===== config.mk =====
export PLATFORM = sky130hd
export DESIGN_NAME = ipv4_options_validator
export DESIGN_NICKNAME = d
export VERILOG_FILES = /design/src/hw/rtl/ipv4ov_pkg.sv /design/src/hw/rtl/ipv4ov_front.sv /design/src/hw/rtl/ipv4ov_queue.sv /design/src/hw/rtl/ipv4ov_back.sv /design/src/hw/rtl/ipv4_options_validator.sv
export SDC_FILE = /design/constraint.sdc
export NUM_CORES = 1
export LEC_CHECK = 0
export ABC_AREA = 1
export ABC_CLOCK_PERIOD_IN_PS = 4250
export BUFFER_PORTS_ARGS = -buffer_cell sky130_fd_sc_hd__buf_4
export CAP_MARGIN = 25
export CORE_MARGIN = 1
export CORE_UTILIZATION = 55
export CTS_CLUSTER_SIZE = 20
export DETAILED_ROUTE_END_ITERATION = 16
export GPL_ROUTABILITY_DRIVEN = 0
export HOLD_SLACK_MARGIN = 0.06
export PLACE_DENSITY = 0.8
export SYNTH_ARGS = -nofsm -noshare
export SYNTH_HDL_FRONTEND = slang
export SYNTH_SLANG_ARGS = --single-unit
export TNS_END_PERCENT = 100

===== constraint.sdc =====
create_clock -name clk_i -period 4.25 [get_ports clk_i]
set_clock_uncertainty 0.15 [all_clocks]
set_input_delay 0.85 -clock clk_i [delete_from_list [all_inputs] [get_ports clk_i]]
set_output_delay 0.85 -clock clk_i [all_outputs]
set_load 0.02 [all_outputs]

===== src/hw/rtl/ipv4ov_pkg.sv =====
// shared types and constants of the ipv4 options validator
// used by the front, queue, back and top-level modules; no dependencies
`default_nettype none

package ipv4ov_pkg;

  // option kinds
  localparam logic [7:0] OPT_END    = 8'd0;
  localparam logic [7:0] OPT_NOOP   = 8'd1;
  localparam logic [7:0] OPT_RR     = 8'd7;
  localparam logic [7:0] OPT_TSTAMP = 8'd68;
  localparam logic [7:0] OPT_LSRR   = 8'd131;
  localparam logic [7:0] OPT_SSRR   = 8'd137;

  // timestamp flag codes and full overflow count
  localparam logic [3:0] TSF_TIME_ONLY = 4'd0;
  localparam logic [3:0] TSF_TIME_ADDR = 4'd1;
  localparam logic [3:0] TSF_PRESPEC   = 4'd3;
  localparam logic [3:0] OVERFLOW_FULL = 4'd15;

  // seen flag bit positions
  localparam logic [1:0] SEEN_RR  = 2'd0;
  localparam logic [1:0] SEEN_TS  = 2'd1;
  localparam logic [1:0] SEEN_SRR = 2'd2;

  // header geometry
  localparam logic [5:0] HDR_MIN_BYTES = 6'd20;
  localparam logic [3:0] IHL_MIN       = 4'd5;

  // verdict codes
  localparam logic [1:0] VERDICT_ACCEPT    = 2'd0;
  localparam logic [1:0] VERDICT_MALFORMED = 2'd1;
  localparam logic [1:0] VERDICT_SRCROUTE  = 2'd2;

  // classified header byte passed from front to back
  typedef struct packed {
    logic [7:0] hdr_byte;
    logic [5:0] offset;
    logic [5:0] hdr_len;
    logic       last;
  } q_entry_t;

  // result item
  typedef struct packed {
    logic [5:0] problem_offset;
    logic [1:0] verdict;
  } result_t;

endpackage

`default_nettype wire


===== src/hw/rtl/ipv4ov_front.sv =====
// front end: tracks the header byte offset and header length, classifies bytes
// depends on ipv4ov_pkg
`default_nettype none

module ipv4ov_front (
  input  wire logic                 clk_i,
  input  wire logic                 rst_ni,
  input  wire logic                 accept_i,
  input  wire logic [7:0]           hdr_byte_i,
  input  wire logic                 first_i,
  output ipv4ov_pkg::q_entry_t      entry_o,
  output logic                      push_o
);

  logic [5:0] byte_count_q, byte_count_d;
  logic [5:0] header_bytes_q, header_bytes_d;
  logic [5:0] cnt_eff;
  logic [5:0] hdr_len;
  logic       in_hdr;

  // offset of this byte and header length in force for it
  always_comb begin
    cnt_eff = first_i ? 6'd0 : byte_count_q;
    in_hdr  = cnt_eff < header_bytes_q;
    if (cnt_eff == 6'd0) begin
      hdr_len = (hdr_byte_i[3:0] >= ipv4ov_pkg::IHL_MIN) ? {hdr_byte_i[3:0], 2'b00}
                                                         : ipv4ov_pkg::HDR_MIN_BYTES;
    end else begin
      hdr_len = header_bytes_q;
    end
  end

  // next counters
  always_comb begin
    byte_count_d   = byte_count_q;
    header_bytes_d = header_bytes_q;
    if (accept_i) begin
      if (first_i) begin
        byte_count_d = 6'd0;
      end
      if (in_hdr) begin
        byte_count_d   = cnt_eff + 6'd1;
        header_bytes_d = hdr_len;
      end
    end
  end

  always_ff @(posedge clk_i or negedge rst_ni) begin
    if (!rst_ni) begin
      byte_count_q   <= 6'd0;
      header_bytes_q <= ipv4ov_pkg::HDR_MIN_BYTES;
    end else begin
      byte_count_q   <= byte_count_d;
      header_bytes_q <= header_bytes_d;
    end
  end

  // bytes past the header end are dropped here
  assign push_o           = accept_i && in_hdr;
  assign entry_o.hdr_byte = hdr_byte_i;
  assign entry_o.offset   = cnt_eff;
  assign entry_o.hdr_len  = hdr_len;
  assign entry_o.last     = (cnt_eff + 6'd1) == hdr_len;

endmodule

`default_nettype wire


===== src/hw/rtl/ipv4ov_queue.sv =====
// two-entry queue of classified header bytes between front and back
// depends on ipv4ov_pkg
`default_nettype none

module ipv4ov_queue (
  input  wire logic                 clk_i,
  input  wire logic                 rst_ni,
  input  wire logic                 push_i,
  input  wire ipv4ov_pkg::q_entry_t push_entry_i,
  output logic                      full_o,
  input  wire logic                 pop_i,
  output logic                      valid_o,
  output ipv4ov_pkg::q_entry_t      head_o
);

  ipv4ov_pkg::q_entry_t mem_q [2];
  logic       wr_ptr_q, rd_ptr_q;
  logic [1:0] count_q;

  // entry storage
  always_ff @(posedge clk_i) begin
    if (push_i) begin
      mem_q[wr_ptr_q] <= push_entry_i;
    end
  end

  // pointers and fill level
  always_ff @(posedge clk_i or negedge rst_ni) begin
    if (!rst_ni) begin
      wr_ptr_q <= 1'b0;
      rd_ptr_q <= 1'b0;
      count_q  <= 2'd0;
    end else begin
      if (push_i) begin
        wr_ptr_q <= ~wr_ptr_q;
      end
      if (pop_i) begin
        rd_ptr_q <= ~rd_ptr_q;
      end
      if (push_i && !pop_i) begin
        count_q <= count_q + 2'd1;
      end else if (pop_i && !push_i) begin
        count_q <= count_q - 2'd1;
      end
    end
  end

  assign full_o  = count_q == 2'd2;
  assign valid_o = count_q != 2'd0;
  assign head_o  = mem_q[rd_ptr_q];

endmodule

`default_nettype wire


===== src/hw/rtl/ipv4ov_back.sv =====
// back end: option parser state and the registered result item
// depends on ipv4ov_pkg
`default_nettype none

module ipv4ov_back (
  input  wire logic                 clk_i,
  input  wire logic                 rst_ni,
  input  wire logic                 valid_i,
  input  wire ipv4ov_pkg::q_entry_t entry_i,
  output logic                      pop_o,
  output logic                      out_valid_o,
  input  wire logic                 out_ready_i,
  output ipv4ov_pkg::result_t       result_o
);

  logic [7:0] kind_q, kind_d;
  logic [7:0] len_q, len_d;
  logic [7:0] ptr_q, ptr_d;
  logic [5:0] pos_q, pos_d;
  logic [5:0] start_q, start_d;
  logic [2:0] seen_q, seen_d;
  logic       done_q, done_d;
  logic [6:0] fault_q, fault_d;
  logic       out_valid_q;
  ipv4ov_pkg::result_t result_q, result_d;

  logic [5:0] left;
  logic [7:0] b;
  logic       srr;
  logic       mark;
  logic [5:0] mark_off;
  logic [8:0] p_plus3, p_plus7, b_plus3;
  logic       emit;

  // pop when the item needs no output slot or the slot is free
  assign pop_o = valid_i && (!entry_i.last || !out_valid_q || out_ready_i);
  assign emit  = pop_o && entry_i.last;

  assign b       = entry_i.hdr_byte;
  assign left    = entry_i.hdr_len - start_q;
  assign srr     = (kind_q == ipv4ov_pkg::OPT_SSRR) || (kind_q == ipv4ov_pkg::OPT_LSRR);
  assign p_plus3 = {1'b0, ptr_q} + 9'd3;
  assign p_plus7 = {1'b0, ptr_q} + 9'd7;
  assign b_plus3 = {1'b0, b} + 9'd3;

  // option parse step
  always_comb begin
    kind_d   = kind_q;
    len_d    = len_q;
    ptr_d    = ptr_q;
    pos_d    = pos_q;
    start_d  = start_q;
    seen_d   = seen_q;
    done_d   = done_q;
    fault_d  = fault_q;
    mark     = 1'b0;
    mark_off = 6'd0;
    if (pop_o) begin
      if (entry_i.offset == 6'd0) begin
        // new header clears the parse
        kind_d  = 8'd0;
        len_d   = 8'd0;
        ptr_d   = 8'd0;
        pos_d   = 6'd0;
        start_d = ipv4ov_pkg::HDR_MIN_BYTES;
        seen_d  = 3'd0;
        done_d  = 1'b0;
        fault_d = 7'd0;
      end else if (entry_i.offset >= ipv4ov_pkg::HDR_MIN_BYTES && !done_q) begin
        if (pos_q == 6'd0) begin
          // kind byte
          kind_d = b;
          if (b == ipv4ov_pkg::OPT_END) begin
            done_d = 1'b1;
          end else if (b == ipv4ov_pkg::OPT_NOOP) begin
            start_d = entry_i.offset + 6'd1;
          end else if (left < 6'd2) begin
            mark     = 1'b1;
            mark_off = entry_i.offset;
          end else begin
            pos_d = 6'd1;
          end
        end else begin
          if (pos_q == 6'd1) begin
            // length byte
            len_d = b;
            if (b < 8'd2 || b > {2'b00, left}) begin
              mark     = 1'b1;
              mark_off = start_q;
            end else if (srr) begin
              if (b < 8'd3) begin
                mark     = 1'b1;
                mark_off = start_q + 6'd1;
              end
            end else if (kind_q == ipv4ov_pkg::OPT_RR) begin
              if (seen_q[ipv4ov_pkg::SEEN_RR]) begin
                mark     = 1'b1;
                mark_off = start_q;
              end else if (b < 8'd3) begin
                mark     = 1'b1;
                mark_off = start_q + 6'd1;
              end
            end else if (kind_q == ipv4ov_pkg::OPT_TSTAMP) begin
              if (seen_q[ipv4ov_pkg::SEEN_TS]) begin
                mark     = 1'b1;
                mark_off = start_q;
              end else if (b < 8'd4) begin
                mark     = 1'b1;
                mark_off = start_q + 6'd1;
              end
            end
          end else if (pos_q == 6'd2) begin
            // pointer byte
            ptr_d = b;
            if (srr) begin
              if (b < 8'd4) begin
                mark     = 1'b1;
                mark_off = start_q + 6'd2;
              end else if (seen_q[ipv4ov_pkg::SEEN_SRR]) begin
                mark     = 1'b1;
                mark_off = start_q;
              end else begin
                seen_d[ipv4ov_pkg::SEEN_SRR] = 1'b1;
              end
            end else if (kind_q == ipv4ov_pkg::OPT_RR) begin
              if (b < 8'd4) begin
                mark     = 1'b1;
                mark_off = start_q + 6'd2;
              end else if (b <= len_q && b_plus3 > {1'b0, len_q}) begin
                mark     = 1'b1;
                mark_off = start_q + 6'd2;
              end else begin
                seen_d[ipv4ov_pkg::SEEN_RR] = 1'b1;
              end
            end else if (kind_q == ipv4ov_pkg::OPT_TSTAMP) begin
              if (b < 8'd5) begin
                mark     = 1'b1;
                mark_off = start_q + 6'd2;
              end
            end
          end else if (pos_q == 6'd3 && kind_q == ipv4ov_pkg::OPT_TSTAMP) begin
            // timestamp flags and overflow byte
            if (ptr_q <= len_q) begin
              if (p_plus3 > {1'b0, len_q}) begin
                mark     = 1'b1;
                mark_off = start_q + 6'd2;
              end else if (b[3:0] == ipv4ov_pkg::TSF_TIME_ONLY) begin
                seen_d[ipv4ov_pkg::SEEN_TS] = 1'b1;
              end else if (b[3:0] == ipv4ov_pkg::TSF_TIME_ADDR ||
                           b[3:0] == ipv4ov_pkg::TSF_PRESPEC) begin
                if (p_plus7 > {1'b0, len_q}) begin
                  mark     = 1'b1;
                  mark_off = start_q + 6'd2;
                end else begin
                  seen_d[ipv4ov_pkg::SEEN_TS] = 1'b1;
                end
              end else begin
                mark     = 1'b1;
                mark_off = start_q + 6'd3;
              end
            end else if (b[7:4] == ipv4ov_pkg::OVERFLOW_FULL) begin
              mark     = 1'b1;
              mark_off = start_q + 6'd3;
            end else begin
              seen_d[ipv4ov_pkg::SEEN_TS] = 1'b1;
            end
          end

          // step to the next option byte or the next option
          if (mark) begin
            fault_d = {1'b1, mark_off};
            done_d  = 1'b1;
          end else if ({3'b000, pos_q} + 9'd1 >= {1'b0, len_d}) begin
            pos_d   = 6'd0;
            start_d = entry_i.offset + 6'd1;
          end else begin
            pos_d = pos_q + 6'd1;
          end
        end
        // fault on a kind byte
        if (pos_q == 6'd0 && mark) begin
          fault_d = {1'b1, mark_off};
          done_d  = 1'b1;
        end
      end
    end
  end

  // verdict from the state after this byte
  always_comb begin
    if (fault_d[6]) begin
      result_d.verdict        = ipv4ov_pkg::VERDICT_MALFORMED;
      result_d.problem_offset = fault_d[5:0];
    end else if (seen_d[ipv4ov_pkg::SEEN_SRR]) begin
      result_d.verdict        = ipv4ov_pkg::VERDICT_SRCROUTE;
      result_d.problem_offset = 6'd0;
    end else begin
      result_d.verdict        = ipv4ov_pkg::VERDICT_ACCEPT;
      result_d.problem_offset = 6'd0;
    end
  end

  // parser state
  always_ff @(posedge clk_i or negedge rst_ni) begin
    if (!rst_ni) begin
      kind_q      <= 8'd0;
      len_q       <= 8'd0;
      ptr_q       <= 8'd0;
      pos_q       <= 6'd0;
      start_q     <= ipv4ov_pkg::HDR_MIN_BYTES;
      seen_q      <= 3'd0;
      done_q      <= 1'b0;
      fault_q     <= 7'd0;
      out_valid_q <= 1'b0;
    end else begin
      kind_q  <= kind_d;
      len_q   <= len_d;
      ptr_q   <= ptr_d;
      pos_q   <= pos_d;
      start_q <= start_d;
      seen_q  <= seen_d;
      done_q  <= done_d;
      fault_q <= fault_d;
      if (emit) begin
        out_valid_q <= 1'b1;
      end else if (out_ready_i) begin
        out_valid_q <= 1'b0;
      end
    end
  end

  // result register
  always_ff @(posedge clk_i) begin
    if (emit) begin
      result_q <= result_d;
    end
  end

  assign out_valid_o = out_valid_q;
  assign result_o    = result_q;

endmodule

`default_nettype wire


===== src/hw/rtl/ipv4_options_validator.sv =====
// top level of the ipv4 header options validator
// depends on ipv4ov_pkg, ipv4ov_front, ipv4ov_queue and ipv4ov_back
`default_nettype none

// Takes an IPv4 header one byte per item (tuser marks byte 0) and, on the last
// header byte as given by the IHL nibble, returns one verdict item: accepted,
// malformed option with the header offset of the first fault, or source route
// present. Bytes after the header end without tuser set are absorbed with no
// result. A byte is taken every cycle while the queue is not full; the front
// stage counts offsets, a two-entry queue holds classified bytes, the option
// parser in the back stage handles one byte per cycle, and a verdict item is
// offered from the result register once its last byte has left the queue.
// Throughput is one byte per cycle as long as the output side takes results
// when offered; a stalled result holds the back stage only when the next verdict is ready to leave.
module ipv4_options_validator (
  input  wire logic       clk_i,
  input  wire logic       rst_ni,
  input  wire logic       s_axis_tvalid_i,
  output logic            s_axis_tready_o,
  input  wire logic [7:0] s_axis_tdata_i,   // [7:0] hdr_byte
  input  wire logic       s_axis_tuser_i,   // [0] first
  output logic            m_axis_tvalid_o,
  input  wire logic       m_axis_tready_i,
  output logic [7:0]      m_axis_tdata_o    // [1:0] verdict, [7:2] problem_offset
);

  ipv4ov_pkg::q_entry_t push_entry;
  ipv4ov_pkg::q_entry_t head_entry;
  ipv4ov_pkg::result_t  result;
  logic                 push;
  logic                 pop;
  logic                 q_full;
  logic                 q_valid;
  logic                 accept;

  assign s_axis_tready_o = !q_full;
  assign accept          = s_axis_tvalid_i && s_axis_tready_o;

  // offset tracking and classification
  ipv4ov_front u_front (
    .clk_i      (clk_i),
    .rst_ni     (rst_ni),
    .accept_i   (accept),
    .hdr_byte_i (s_axis_tdata_i),
    .first_i    (s_axis_tuser_i),
    .entry_o    (push_entry),
    .push_o     (push)
  );

  // decoupling queue
  ipv4ov_queue u_queue (
    .clk_i        (clk_i),
    .rst_ni       (rst_ni),
    .push_i       (push),
    .push_entry_i (push_entry),
    .full_o       (q_full),
    .pop_i        (pop),
    .valid_o      (q_valid),
    .head_o       (head_entry)
  );

  // option parser and result register
  ipv4ov_back u_back (
    .clk_i       (clk_i),
    .rst_ni      (rst_ni),
    .valid_i     (q_valid),
    .entry_i     (head_entry),
    .pop_o       (pop),
    .out_valid_o (m_axis_tvalid_o),
    .out_ready_i (m_axis_tready_i),
    .result_o    (result)
  );

  assign m_axis_tdata_o = {result.problem_offset, result.verdict};

endmodule

`default_nettype wire


# Word level (Yosys, flattened, before mapping)
# Memory sizes are Yosys's and may differ from the RTL's.
# Index checks and enable logic that the tools add are counted.
# Widths: inputs -> output; s select.
dict set report totals {
  input_bits 13
  word_cells 264
  memories 1
  ram_bits 42
  output_inout_bits 10
  reg_bits 72
}
# name words word_bits read_ports rd_clocked_by_memory_dff wr line
set mem_list {}
lappend mem_list {u_queue.mem_q 2 21 1 0 1 ipv4ov_queue.sv:16} ;# ipv4ov_pkg::q_entry_t mem_q [2];
dict set report classes {
  n_reduce_logical 45
  n_mux 141
  magnitude_cmp 15
  eq_ne 29
  n_addsub 13
  bitwise 2
}
# op count
set ops {}
lappend ops {{$mux 6} 48}
lappend ops {{$mux 8} 17}
lappend ops {{$mux 1} 62}
lappend ops {{$mux 7} 6}
lappend ops {{$gt 9x8->1} 3}
lappend ops {{$add 6x1->6 const B} 4}
lappend ops {{$add 8x2->9 const B} 2}
lappend ops {{$logic_not 6->1} 3}
lappend ops {{$eq 8x8->1 const B} 2}
lappend ops {{$le 8x8->1} 2}
lappend ops {{$lt 8x2->1 const B} 2}
lappend ops {{$lt 8x3->1 const B} 2}
lappend ops {{$reduce_bool 2->1} 8}
lappend ops {{$mux 3} 5}
lappend ops {{$ne 3x2->1 const B} 5}
lappend ops {{$add 6x2->6 const B} 2}
lappend ops {{$eq 6x2->1 const B} 2}
lappend ops {{$reduce_and 6->1} 2}
lappend ops {{$logic_and 1x1->1} 10}
lappend ops {{$ne 2x1->1 const B} 5}
lappend ops {{$reduce_and 10->1} 1}
lappend ops {{$add 8x3->9 const B} 1}
lappend ops {{$ge 9x8->1} 1}
lappend ops {{$reduce_and 9->1} 1}
lappend ops {{other kinds (34)} 49}

# Longest topological paths before layout
# Gate-level depths: netlist of run 1.
dict set report depth {
  word_depth 24
  ltp_mapped 36
  mapped_depth_nobuf 35
}

# Hierarchy
# Synthesis of run 1 repeated with hierarchy kept, for this count alone.
dict set report hier_totals {
  cells_unflattened 1159
  area_unflattened_um2 8949.8
}
# mod seq_area_each_um2 n_inst area_each_um2 cells_per_inst
set modules_own_cells {}
lappend modules_own_cells {ipv4ov_back 1443.9 1 6130.9 894}
lappend modules_own_cells {ipv4ov_queue 1361.3 1 1726.7 90}
lappend modules_own_cells {ipv4ov_front 302.8 1 1078.5 172}
lappend modules_own_cells {ipv4_options_validator 0.0 1 13.8 3}

# Worst setup path before layout of run 1
# No wires, ideal clock.
dict set report synth_path {
  path_kind {flip-flop to flip-flop}
  startpoint {register u_queue.rd_ptr_q}
  endpoint {register u_back.result_q, in the netlist u_back.result_o[2] (data pin)}
  slack_ps 236
  t_required_ps 3954
  arrival_ps 3718
  setup_ps 146
  stages_incl_launch_ff 34
  synth_period_minus_slack_ps 4014
  n_path_buf 2
  cell_sequence {dfrtp_1 inv_2 buf_4 buf_2 or2_2 o21ai_0 ha_1 nor2_2 inv_1 nor2_2 xor2_1 ha_1 nand2_1 nor2_1 nand2_1 nand3_1 nand2_1 nand2_1 nand2_1 nand2_1 nand2_1 nand2_1 nand2_1 nand2_1 nand2_1 nand3_2 nand2_1 nand2_2 nand3_4 inv_2 nor2_1 o21bai_2 nand2_2 a21oi_1}
}
dict set report synth_via {
  elab_chain_len 24
  elab_cells_between_ends 96
  classes_between {add/sub: 2; order compare: 9; eq/ne: 4; mux: 68; reduce/logical: 12; memory: 1}
}
# element line
set synth_lines {}
lappend synth_lines {{start, declared} ipv4ov_queue.sv:17} ;# logic wr_ptr_q, rd_ptr_q;
lappend synth_lines {{start signal, assigned} ipv4ov_queue.sv:38} ;# rd_ptr_q <= ~rd_ptr_q;
lappend synth_lines {{$mem_v2 2x21 (*)} --}
lappend synth_lines {{$add 8x2->9 (tied with other cells)} ipv4ov_back.sv:44} ;# assign b_plus3 = {1'b0, b} + 9'd3;
lappend synth_lines {{$gt 9x8->1 or $logic_or 1x1->1 (tied branches)} {ipv4ov_back.sv:129, ipv4ov_back.sv:149}}
lappend synth_lines {{$logic_and 1x1->1 or $mux 1 (tied branches)} {ipv4ov_back.sv:129, ipv4ov_back.sv:149}}
lappend synth_lines {{$mux 1 (on tied branches)} {ipv4ov_back.sv:129, ipv4ov_back.sv:147}}
lappend synth_lines {{$mux 1 (on tied branches)} {ipv4ov_back.sv:126, ipv4ov_back.sv:144}}
lappend synth_lines {{$mux 1 (on tied branches)} {ipv4ov_back.sv:125, ipv4ov_back.sv:143}}
lappend synth_lines {{$mux 1 (on tied branches)} {ipv4ov_back.sv:115, ipv4ov_back.sv:141}}
lappend synth_lines {{(+8 left out)} --}
lappend synth_lines {{$mux 1} ipv4ov_back.sv:59} ;# if (entry_i.offset == 6'd0) begin
lappend synth_lines {{$mux 1} ipv4ov_back.sv:58} ;# if (pop_o) begin
lappend synth_lines {{$logic_and 1x1->1} ipv4ov_back.sv:181} ;# if (pos_q == 6'd0 && mark) begin
lappend synth_lines {{$mux 7} ipv4ov_back.sv:181}
lappend synth_lines {{$mux 7} ipv4ov_back.sv:69} ;# end else if (entry_i.offset >= ipv4ov_pkg::HDR_MIN_BYTES && !done_q) begin
lappend synth_lines {{$mux 7} ipv4ov_back.sv:59}
lappend synth_lines {{$mux 7 (*)} ipv4ov_back.sv:58}
lappend synth_lines {{$mux 8 (*)} ipv4ov_back.sv:191} ;# if (fault_d[6]) begin
lappend synth_lines {{end signal, assigned} ipv4ov_back.sv:235} ;# result_q <= result_d;
lappend synth_lines {{end, declared} ipv4ov_back.sv:25} ;# ipv4ov_pkg::result_t result_q, result_d;
# Mark *: on every way between the ends. The rest lies on a longest branch, timed or not. The select of a mux whose other input is x is not followed.
# A chain may end at the register's enable or synchronous reset.

# Final worst setup path of run 1
dict set report layout_path {
  startpoint {register u_queue.rd_ptr_q}
  endpoint {register u_back.start_q[5]}
}
dict set report layout_via {
  elab_chain_len 16
  elab_cells_between_ends 73
  classes_between {add/sub: 3; order compare: 9; eq/ne: 7; mux: 39; reduce/logical: 14; memory: 1}
}
# element line
set layout_lines {}
lappend layout_lines {{$mem_v2 2x21 (*)} --}
lappend layout_lines {{$add 8x2->9 (tied with other cells)} ipv4ov_back.sv:44}
lappend layout_lines {{$gt 9x8->1 or $logic_or 1x1->1 (tied branches)} {ipv4ov_back.sv:129, ipv4ov_back.sv:149}}
lappend layout_lines {{$logic_and 1x1->1 or $mux 1 (tied branches)} {ipv4ov_back.sv:129, ipv4ov_back.sv:149}}
lappend layout_lines {{$mux 1 (on tied branches)} {ipv4ov_back.sv:129, ipv4ov_back.sv:147}}
lappend layout_lines {{$mux 1 (on tied branches)} {ipv4ov_back.sv:126, ipv4ov_back.sv:144}}
lappend layout_lines {{$mux 1 (on tied branches)} {ipv4ov_back.sv:125, ipv4ov_back.sv:143}}
lappend layout_lines {{$mux 1 (on tied branches)} {ipv4ov_back.sv:115, ipv4ov_back.sv:141}}
lappend layout_lines {{$mux 1} ipv4ov_back.sv:112} ;# end else if (pos_q == 6'd2) begin
lappend layout_lines {{$mux 1} ipv4ov_back.sv:84} ;# if (pos_q == 6'd1) begin
lappend layout_lines {{$mux 1} ipv4ov_back.sv:70} ;# if (pos_q == 6'd0) begin
lappend layout_lines {{$mux 1} ipv4ov_back.sv:69}
lappend layout_lines {{$mux 1} ipv4ov_back.sv:59}
lappend layout_lines {{$mux 1} ipv4ov_back.sv:58}
lappend layout_lines {{$ne 3x2->1 (no source line)} --}
lappend layout_lines {{$reduce_and 6->1 (no source line)} --}
lappend layout_lines {{end signal, assigned} ipv4ov_back.sv:210} ;# start_q <= ipv4ov_pkg::HDR_MIN_BYTES;
lappend layout_lines {{end signal, assigned} ipv4ov_back.sv:220} ;# start_q <= start_d;
lappend layout_lines {{end, declared} ipv4ov_back.sv:20} ;# logic [5:0] start_q, start_d;
# Marks and branches as above.

==> flow_metrics.py, run 1 <==
metrics = {
    "worst_setup_path": {
        "crit_arrival_ps": 4140,
        "critical_path.max_fanout": 12,
        "cp-end-kind": "register",
        "crit_type": "register to register",
        "critPathRequiredTime_ps": 4410,
        "start_kind": "register",
    },
    "clocking": {
        "cts_buffer_depth": 2,
        "cts.reportedPaths.clkPinSlew_ps": 60,
        "cts_max_level": 4,
        "worstSkewPairLatency_ps": 420,
        "clock_sinks": 114,
        "cts_tree": "yes",
        "cts-root-buf": "clkbuf_16",
        "cts-buffers-inserted": 17,
    },
    "synthesis": {
        "synth_edf_count": 50,
        "synth_area_leaders": "dfrtp_1 17%, edfxtp_1 17%, nand2_1 12%",
        "synth.avg_cell_area_um2": 7.621,
        "ys.flop_type": "dfrtp_1",
        "yosysWarnings": 0,
        "synth_cell_types": 57,
        "syn_area_um2": 8696,
        "async_reset_ff_frac": 0.5614,
        "synth_seq_area_share": 0.3574,
        "synth_top_cell_area_share": 0.1727,
        "ys_seq_elements": 114,
        "synth_top_cell_by_area": "dfrtp_1",
        "synthCells": 1141,
        "synth_nets": 1235,
    },
    "route": {
        "wl_met1_um": 9630,
        "dr_wl_met2_um": 9975,
        "drtAntennaViolNets": 0,
        "drt_pass1_iterations": 5,
        "wl_met3_um": 1489,
        "drc_errors": 0,
        "vias": 7908,
        "wl_per_cell_um": 15.31,
        "drt-total-wl_um": 21750,
        "dr.first_iter.drc_count": 794,
        "top_layer_used": "met4",
        "vias_per_cell": 5.569,
    },
    "cells_and_area": {
        "n_antenna_cell": 0,
        "nNetsFinal": 1290,
        "syn_to_final_growth_pct": 14.13,
        "fillers": 1320,
        "layout-drive-gt1-share": 0.1216,
        "stdcell_count": 1420,
    },
    "sta": {
        "finalCritPeriodShare": 0.9376,
        "slew_headroom": 0.4014,
        "hold_viol_final": 0,
        "max_freq_mhz": 250.9,
        "tightest_slew_ps": 897.9,
        "setup_viol": 0,
        "finalMaxSlewViolations": 0,
        "finalCriticalPeriod_ps": 3985,
    },
    "flow_run": {
        "cap_violations": 0,
    },
    "floorplan": {
        "start_util": 0.5678,
        "die_x_um": 127.7,
        "coreArea_um2": 15310,
        "rows": 45,
        "dieHeight_um": 127.7,
        "io_pins": 23,
        "die_area_um2": 16320,
    },
    "global_routing": {
        "globalRouteOverflowTotal": 0,
        "grt.total_usage": 0.2796,
        "grt_pass1_wl_um": 35690,
        "antenna_found_initial": 0,
        "grt_max_degree": 65,
        "grt_pass1_vias": 7488,
    },
    "placement": {
        "dp_cells": 1376,
        "io_buffers": 22,
        "dp_hpwl_um": 16200,
    },
    "status": {
        "status": "finished, final reports clean",
    },
    "hold_path": {
        "min_path_type": "register to register",
    },
}
cell usage after synthesis (all sizes together) (3+ instances only):
cell and number:
nor4 3, nand2 287, o21ai 108, edfxtp 50, o22ai 7, xor2 38, dfstp 4, ha 80
a31oi 3, xnor2 12, mux2i 4, nand3 65, dfrtp 60, nand3b 3, o21a 5, or2 11
clkbuf 12, nor2 88, buf 9, o211ai 12, clkinv 3, nand4 15, inv 168, nor3 12
a21oi 58, a211oi 3, o32ai 4
layout make-up:
class                   count  area (um^2)  share of cell area
clock buffers              19        442.9             0.04463
clock inverters            13        110.1             0.01109
well taps                 211        264.0             0.02660
inverters                 171        653.1             0.06581
repair buffers             55        412.9             0.04160
multi-input cells         837         4933              0.4971
flip-flops and latches    114         3108              0.3132
state kept, by name (all words and copies together) (netlist names), 7 cells and up:
signal,cells
u_queue.mem_q,42
u_back.kind_q,8
u_back.len_q,8
u_back.ptr_q,8
u_back.result_o,8
u_back.fault_q,7
critical path, stage by stage, from the launching register on:
cell and delay [ps]:
dfrtp_1 420, buf_4 200, nand2_1 70, nand2_1 50, ha_1 340, nand2_1 90
nand2_1 60, a31oi_2 180, nor2_1 70, o21a_1 170, nor2_1 110, xor2_1 90
ha_1 310, nand2_1 60, nor2_1 140, nand3_1 100, o21ai_2 180, o21a_4 200
nand2_2 110, nand3_4 150, o21ai_1 80, nand2_1 140, nand2_2 100, buf_4 170
nand2_1 40, o21ai_0 70
cell usage in the layout (no fill, tap or decap), types with 4 or more instances in the layout:
cell	instances
clkinvlp_4	6
mux2i_1	4
edfxtp_1	50
nand4_1	15
o21ai_1	13
inv_2	5
o22ai_1	7
nor2_1	78
o21ai_0	88
xnor2_1	12
nor3_1	12
inv_1	160
clkbuf_16	17
or2_2	7
o21a_1	4
or2_1	4
a21oi_1	56
ha_1	79
nand3_1	62
nand2_1	277
nor2_2	8
dfstp_2	4
dfrtp_1	60
buf_4	55
xor2_1	38
o211ai_1	12
clkinv_1	4
o21ai_2	6
nand2_2	7
metal layers:
metal  vias to the layer above  track usage
li1                       3890            -
met1                      3678       0.3697
met2                       286       0.4418
met3                        54      0.05008
met4                         0       0.1405
met5                         -            0
path summary, 6_finish.rpt:
kind,slack (ps),cells past startpoint,startpoint,to
worst max-delay path,270,25,u_queue.rd_ptr_q,u_back.start_q[5]
worst min-delay path,340,1,u_queue.wr_ptr_q,u_queue.wr_ptr_q
worst max register to register,270,25,u_queue.rd_ptr_q,u_back.start_q[5]
worst min register to register,340,1,u_queue.wr_ptr_q,u_queue.wr_ptr_q
max in group asynchronous,2950,1,rst_ni,u_back.kind_q[1]
min in group asynchronous,380,1,rst_ni,u_back.len_q[3]
per-stage QoR:
step	setup TNS (ps)	hold WS, ps	cell area (um^2)	utilization	setup slack, ps
2_1_floorplan	0	313.5	8696	-	236.3
3_3_place_gp	0	328.1	9201	0.6008	215.6
5_1_grt	-136.6	373.2	9925	0.6480	-30.61
6_report	0	343.9	9925	0.6480	265.1
4_1_cts	0	344.0	9754	0.6369	95.12
3_5_place_dp	0	336.3	9201	0.6008	118.5
cells by family after synthesis:
| logic type | count (synthesis) | share of synthesized area |
|---|---|---|
| AND/OR/NAND/NOR | 486 | 0.2416 |
| AO/OA/AOI/OAI | 212 | 0.1399 |
| buffers and inverters | 192 | 0.08619 |
| flip-flops | 114 | 0.3574 |
| adder cells (fa/ha/maj) | 81 | 0.1174 |
| XOR/XNOR | 50 | 0.05036 |
| multiplexers | 6 | 0.007194 |
repair_timing:
action | in CTS | in global routing
hold buffers | 0 | 0
endpoints found under the setup margin | 0 | 28
setup buffers | 0 | 10
gates resized for setup | 0 | 22
Power of run 1 is not shown: default switching activity piles up to over one toggle a cycle in this logic, so the estimate is an artifact.
==> run 2: changes to the inputs <==
Settings changed: ABC_CLOCK_PERIOD_IN_PS 4250 to 3390, CORE_UTILIZATION 55 to 40, PLACE_DENSITY 0.8 to 0.63.
Clock period 4.25 ns to 3.39 ns, I/O delays scaled along.
==> run 2 against run 1 <==
- the flow now finishes with violations (negative setup slack)
- first-iteration DRC count fell by 28%
- worst hold slack got worse by 100 ps
- non-clock buffer count rose by 89
- die area rose by 37%
- critical path type unchanged
- critical endpoint is now u_back.result_o[6]
==> flow_metrics.py, run 2 (synthesis gave the netlist of run 1 again) <==
metrics = {
    "worst_setup_path": {
        "crit_slowest_cell": "dfrtp_1",
        "crit_arrival_ps": 3840,
        "start_kind": "register",
        "max_stage_delay_ps": 410,
        "critical_path.max_fanout": 7,
        "crit_type": "register to register",
        "critPathRequiredTime_ps": 3410,
        "cp-end-kind": "register",
    },
    "global_routing": {
        "grt_max_degree": 65,
        "globalRouteOverflowTotal": 0,
        "grt_pass1_vias": 7791,
        "antenna_found_initial": 0,
        "grt_pass1_wl_um": 38330,
        "grt.total_usage": 0.2214,
    },
    "sta": {
        "holdWs_ps": 244.2,
        "setup_viol": 28,
        "finalCriticalPeriod_ps": 3813,
        "slew_headroom": 0.3682,
        "max_freq_mhz": 262.2,
        "hold_viol_final": 0,
        "finalCritPeriodShare": 1.125,
        "finalMaxSlewViolations": 0,
        "rsz0062_at_grt": "true",
        "tightest_slew_ps": 947.8,
        "setup_ws_ps": -423.3,
    },
    "route": {
        "drtAntennaViolNets": 0,
        "drc_errors": 0,
        "drt_pass1_iterations": 7,
        "dr.first_iter.drc_count": 574,
        "vias_per_cell": 5.090,
        "drt-total-wl_um": 23820,
        "vias": 7997,
        "wl_per_cell_um": 15.16,
    },
    "status": {
        "violations": "negative setup slack",
        "status": "finished, violations left",
    },
    "clocking": {
        "cts_max_level": 4,
        "cts.reportedPaths.clkPinSlew_ps": 60,
        "cts_tree": "yes",
        "worstSkewPairLatency_ps": 420,
        "cts-buffers-inserted": 17,
        "cts-root-buf": "clkbuf_16",
        "cts_buffer_depth": 2,
        "clock_sinks": 114,
    },
    "placement": {
        "dp_cells": 1529,
        "io_buffers": 22,
        "dp_hpwl_um": 17990,
    },
    "flow_run": {
        "cap_violations": 0,
    },
    "cells_and_area": {
        "mostFrequentLayoutCells": "249 x nand2_1, 157 x inv_1, 136 x buf_4",
        "layout-drive-gt1-share": 0.2299,
        "utilization": 0.5232,
        "stdcell_count": 1571,
        "n_antenna_cell": 0,
        "nNetsFinal": 1377,
        "largest_reg_flops": 42,
        "layout_commonest_cell": "nand2_1",
        "regMostFlops": "u_queue.mem_q",
        "syn_to_final_growth_pct": 27.28,
    },
    "floorplan": {
        "rows": 53,
        "die_x_um": 149.4,
        "io_pins": 23,
        "die_area_um2": 22330,
        "start_util": 0.4111,
        "dieHeight_um": 149.4,
        "coreArea_um2": 21150,
    },
    "hold_path": {
        "min_path_type": "input pin to asynchronous set/reset pin",
    },
}
[run 2: repair_timing]
| item | 4_1_cts | 5_1_grt |
|---|---|---|
| hold buffers | 0 | 0 |
| pin swaps | 18 | 42 |
| endpoints found under the setup margin | 28 | 30 |
| gates resized for setup | 24 | 61 |
| buffers inserted | 6 | 6 |
[run 2: critical path, delay by kind of cell (launching register included)]
family / cells / cell delay [ps]
AO/OA/AOI/OAI: 6 / 820
XOR/XNOR: 1 / 100
buffers and inverters: 2 / 310
flip-flops: 1 / 410
AND/OR/NAND/NOR: 16 / 1180
adder cells (fa/ha/maj): 2 / 600
[run 2: final timing paths]
kind	from	endpoint	slack, ps	cells past startpoint
max reg2reg	u_queue.rd_ptr_q	u_back.result_o[6]	-420	27
max	u_queue.rd_ptr_q	u_back.result_o[6]	-420	27
min reg2reg	u_back.kind_q[4]	u_back.kind_q[4]	360	1
min	rst_ni	u_back.ptr_q[2]	240	1
max in group asynchronous	rst_ni	u_queue.count_q[1]	2230	1
min in group clk_i	s_axis_tdata_i[5]	u_queue.mem_q[0][18]	290	1
[run 2: routing by layer]
layer	global-route usage	vias up	wire [um]
li1	-	4063	-
met1	0.2909	3691	10980
met2	0.3650	211	11070
met3	0.04146	32	1300
met4	0.07245	0	468
met5	0	-	0
[run 2: layout make-up]
type	count	area [um^2]
multi-input combinational	835	5234
tap	275	344.1
timing repair buffer	144	1129
clock buffer	17	425.4
fill	1914	10090
clock inverter	15	170.2
inverter	171	658.1
sequential	114	3108
[run 2: stage by stage]
step	cell area, um^2	setup slack [ps]	setup TNS, ps
2_1_floorplan	8798	-313.4	-6411
3_3_place_gp	10030	-385.7	-8048
3_5_place_dp	10030	-438.9	-9810
4_1_cts	10770	-326.5	-5929
5_1_grt	11070	-695.7	-15710
6_report	11070	-423.3	-8621
Power of run 2 is left out for the same reason.
==> run 3: changes to the inputs <==
Settings changed: PLACE_DENSITY 0.63 to 0.64.
==> run 3 against run 2 <==
- the run still ends with negative setup slack left
- via count increased by 0.25%
- global-route usage is 0.24 points lower
- die area stayed put
- critical path depth increased by 4
- largest cell class unchanged
==> flow_metrics.py, run 3 (synthesis gave the netlist of run 1 again) <==
metrics = {
    "status": {
        "status": "finished, violations left",
        "violations": "negative setup slack",
    },
    "cells_and_area": {
        "n_antenna_cell": 0,
        "mostFrequentLayoutCells": "251 x nand2_1, 156 x inv_1, 141 x buf_4",
        "fillers": 1914,
        "nNetsFinal": 1384,
        "layout_commonest_cell": "nand2_1",
        "stdcell_count": 1578,
        "layout-drive-gt1-share": 0.2341,
        "largest_reg_flops": 42,
        "syn_to_final_growth_pct": 27.48,
        "regMostFlops": "u_queue.mem_q",
    },
    "route": {
        "drt_pass1_iterations": 7,
        "top_layer_used": "met4",
        "drtAntennaViolNets": 0,
        "vias_per_cell": 5.080,
        "vias": 8017,
        "dr.first_iter.drc_count": 515,
        "wl_per_cell_um": 14.81,
        "wl_met3_um": 1185,
        "drc_errors": 0,
        "drt-total-wl_um": 23370,
        "wl_met1_um": 10890,
        "dr_wl_met2_um": 10610,
    },
    "floorplan": {
        "dieHeight_um": 149.4,
        "io_pins": 23,
        "start_util": 0.4111,
        "coreArea_um2": 21150,
        "rows": 53,
        "die_area_um2": 22330,
        "die_x_um": 149.4,
    },
    "worst_setup_path": {
        "start_kind": "register",
        "crit_path_end": "u_back.result_o[2]",
        "critPathRequiredTime_ps": 3520,
        "crit_type": "register to register",
        "critical_path.max_fanout": 6,
        "cp-end-kind": "register",
        "crit_slowest_cell": "dfrtp_1",
        "reg2reg_from": "u_queue.rd_ptr_q",
        "max_stage_delay_ps": 410,
        "cp_common_cell": "nand2_1",
        "timing.rr.end": "u_back.result_o[2]",
        "crit_path_start": "u_queue.rd_ptr_q",
        "r2r_slack_ps": -400,
        "crit_arrival_ps": 3920,
        "ff2ff_path_depth": 31,
    },
    "clocking": {
        "cts_max_level": 4,
        "worstSkewPairLatency_ps": 420,
        "cts_buffer_depth": 2,
        "clock_sinks": 114,
        "holdBufCountCts": 0,
        "cts-buffers-inserted": 17,
        "cts_tree": "yes",
        "cts-root-buf": "clkbuf_16",
        "cts.reportedPaths.clkPinSlew_ps": 60,
    },
    "sta": {
        "slew_headroom": 0.6280,
        "finalCriticalPeriod_ps": 3791,
        "tightest_slew_ps": 552.2,
        "finalSetupTns_ps": -7890,
        "setup_viol": 28,
        "finalCritPeriodShare": 1.118,
        "hold_viol_final": 0,
        "rsz0062_at_grt": "true",
        "setup_ws_ps": -401.4,
        "finalMaxSlewViolations": 0,
        "holdWs_ps": 93.66,
        "max_freq_mhz": 263.8,
    },
    "placement": {
        "dp_cells": 1529,
        "io_buffers": 22,
        "dp_hpwl_um": 17560,
    },
    "hold_path": {
        "min_path_type": "input pin to asynchronous set/reset pin",
    },
    "global_routing": {
        "grt_pass1_vias": 7695,
        "globalRouteOverflowTotal": 0,
        "grt.total_usage": 0.2190,
        "antenna_found_initial": 0,
        "grt_max_degree": 65,
        "grt_pass1_wl_um": 37940,
    },
    "flow_run": {
        "cap_violations": 0,
    },
}
-- run 3: changes by cell type in the layout (fill, tap and decap cells not counted), sizes merged --
cell	previous run	this run
buf	144	149
bufinv	2	0
clkbuf	17	20
inv	176	175
o21a	5	7
clkinv	6	3
clkinvlp	2	5
-- run 3: critical path: cells and delay by family (launching register included) --
| kind | cells | cell delay (ps) |
|---|---|---|
| fa+ha+maj | 2 | 530 |
| simple gates | 21 | 1540 |
| flops | 1 | 410 |
| compound gates | 3 | 340 |
| buf+inv | 5 | 650 |
-- run 3: metrics by stage --
| stage | setup WS [ps] | utilization | instance area [um^2] |
|---|---|---|---|
| after global placement | -402.4 | 0.4748 | 10040 |
| after detailed placement | -480.0 | 0.4748 | 10040 |
| after CTS | -327.4 | 0.5105 | 10800 |
| after global routing | -663.0 | 0.5240 | 11090 |
| after floorplan | -313.4 | - | 8798 |
| final | -401.4 | 0.5240 | 11090 |
-- run 3: repair_timing --
action	in CTS	in global routing
endpoints found under the hold margin	0	0
resized for setup	42	53
endpoints found under the setup margin	28	43
buffers inserted	7	7
pin swaps	18	38
cloned	0	2
-- run 3: worst min path at each step --
| stage | from | endpoint | slack, ps |
|---|---|---|---|
| after floorplan | rst_ni | u_back.done_q | 230 |
| after global placement | u_queue.wr_ptr_q | u_queue.wr_ptr_q | 330 |
| after detailed placement | u_queue.wr_ptr_q | u_queue.wr_ptr_q | 340 |
| after CTS | s_axis_tdata_i[4] | u_queue.mem_q[1][17] | 280 |
| after global routing | rst_ni | u_back.ptr_q[3] | 140 |
| final | rst_ni | u_back.ptr_q[1] | 90 |
-- run 3: per-layer routing --
layer | global-route usage | up-vias
met2 | 0.3412 | 216
met1 | 0.2917 | 3674
met3 | 0.04451 | 52
met4 | 0.09949 | 0
li1 | - | 4075
met5 | 0 | -
-- run 3: layout make-up --
class / instances / area (um^2) / share of cell area
Multi-Input combinational cell: 837 / 5240 / 0.4727
Sequential cell: 114 / 3108 / 0.2804
Timing Repair Buffer: 149 / 1174 / 0.1059
Inverter: 171 / 656.9 / 0.05926
Clock buffer: 20 / 467.9 / 0.04221
Tap cell: 275 / 344.1 / 0.03104
Clock inverter: 12 / 95.09 / 0.008578
Power of run 3 is left out for the same reason.
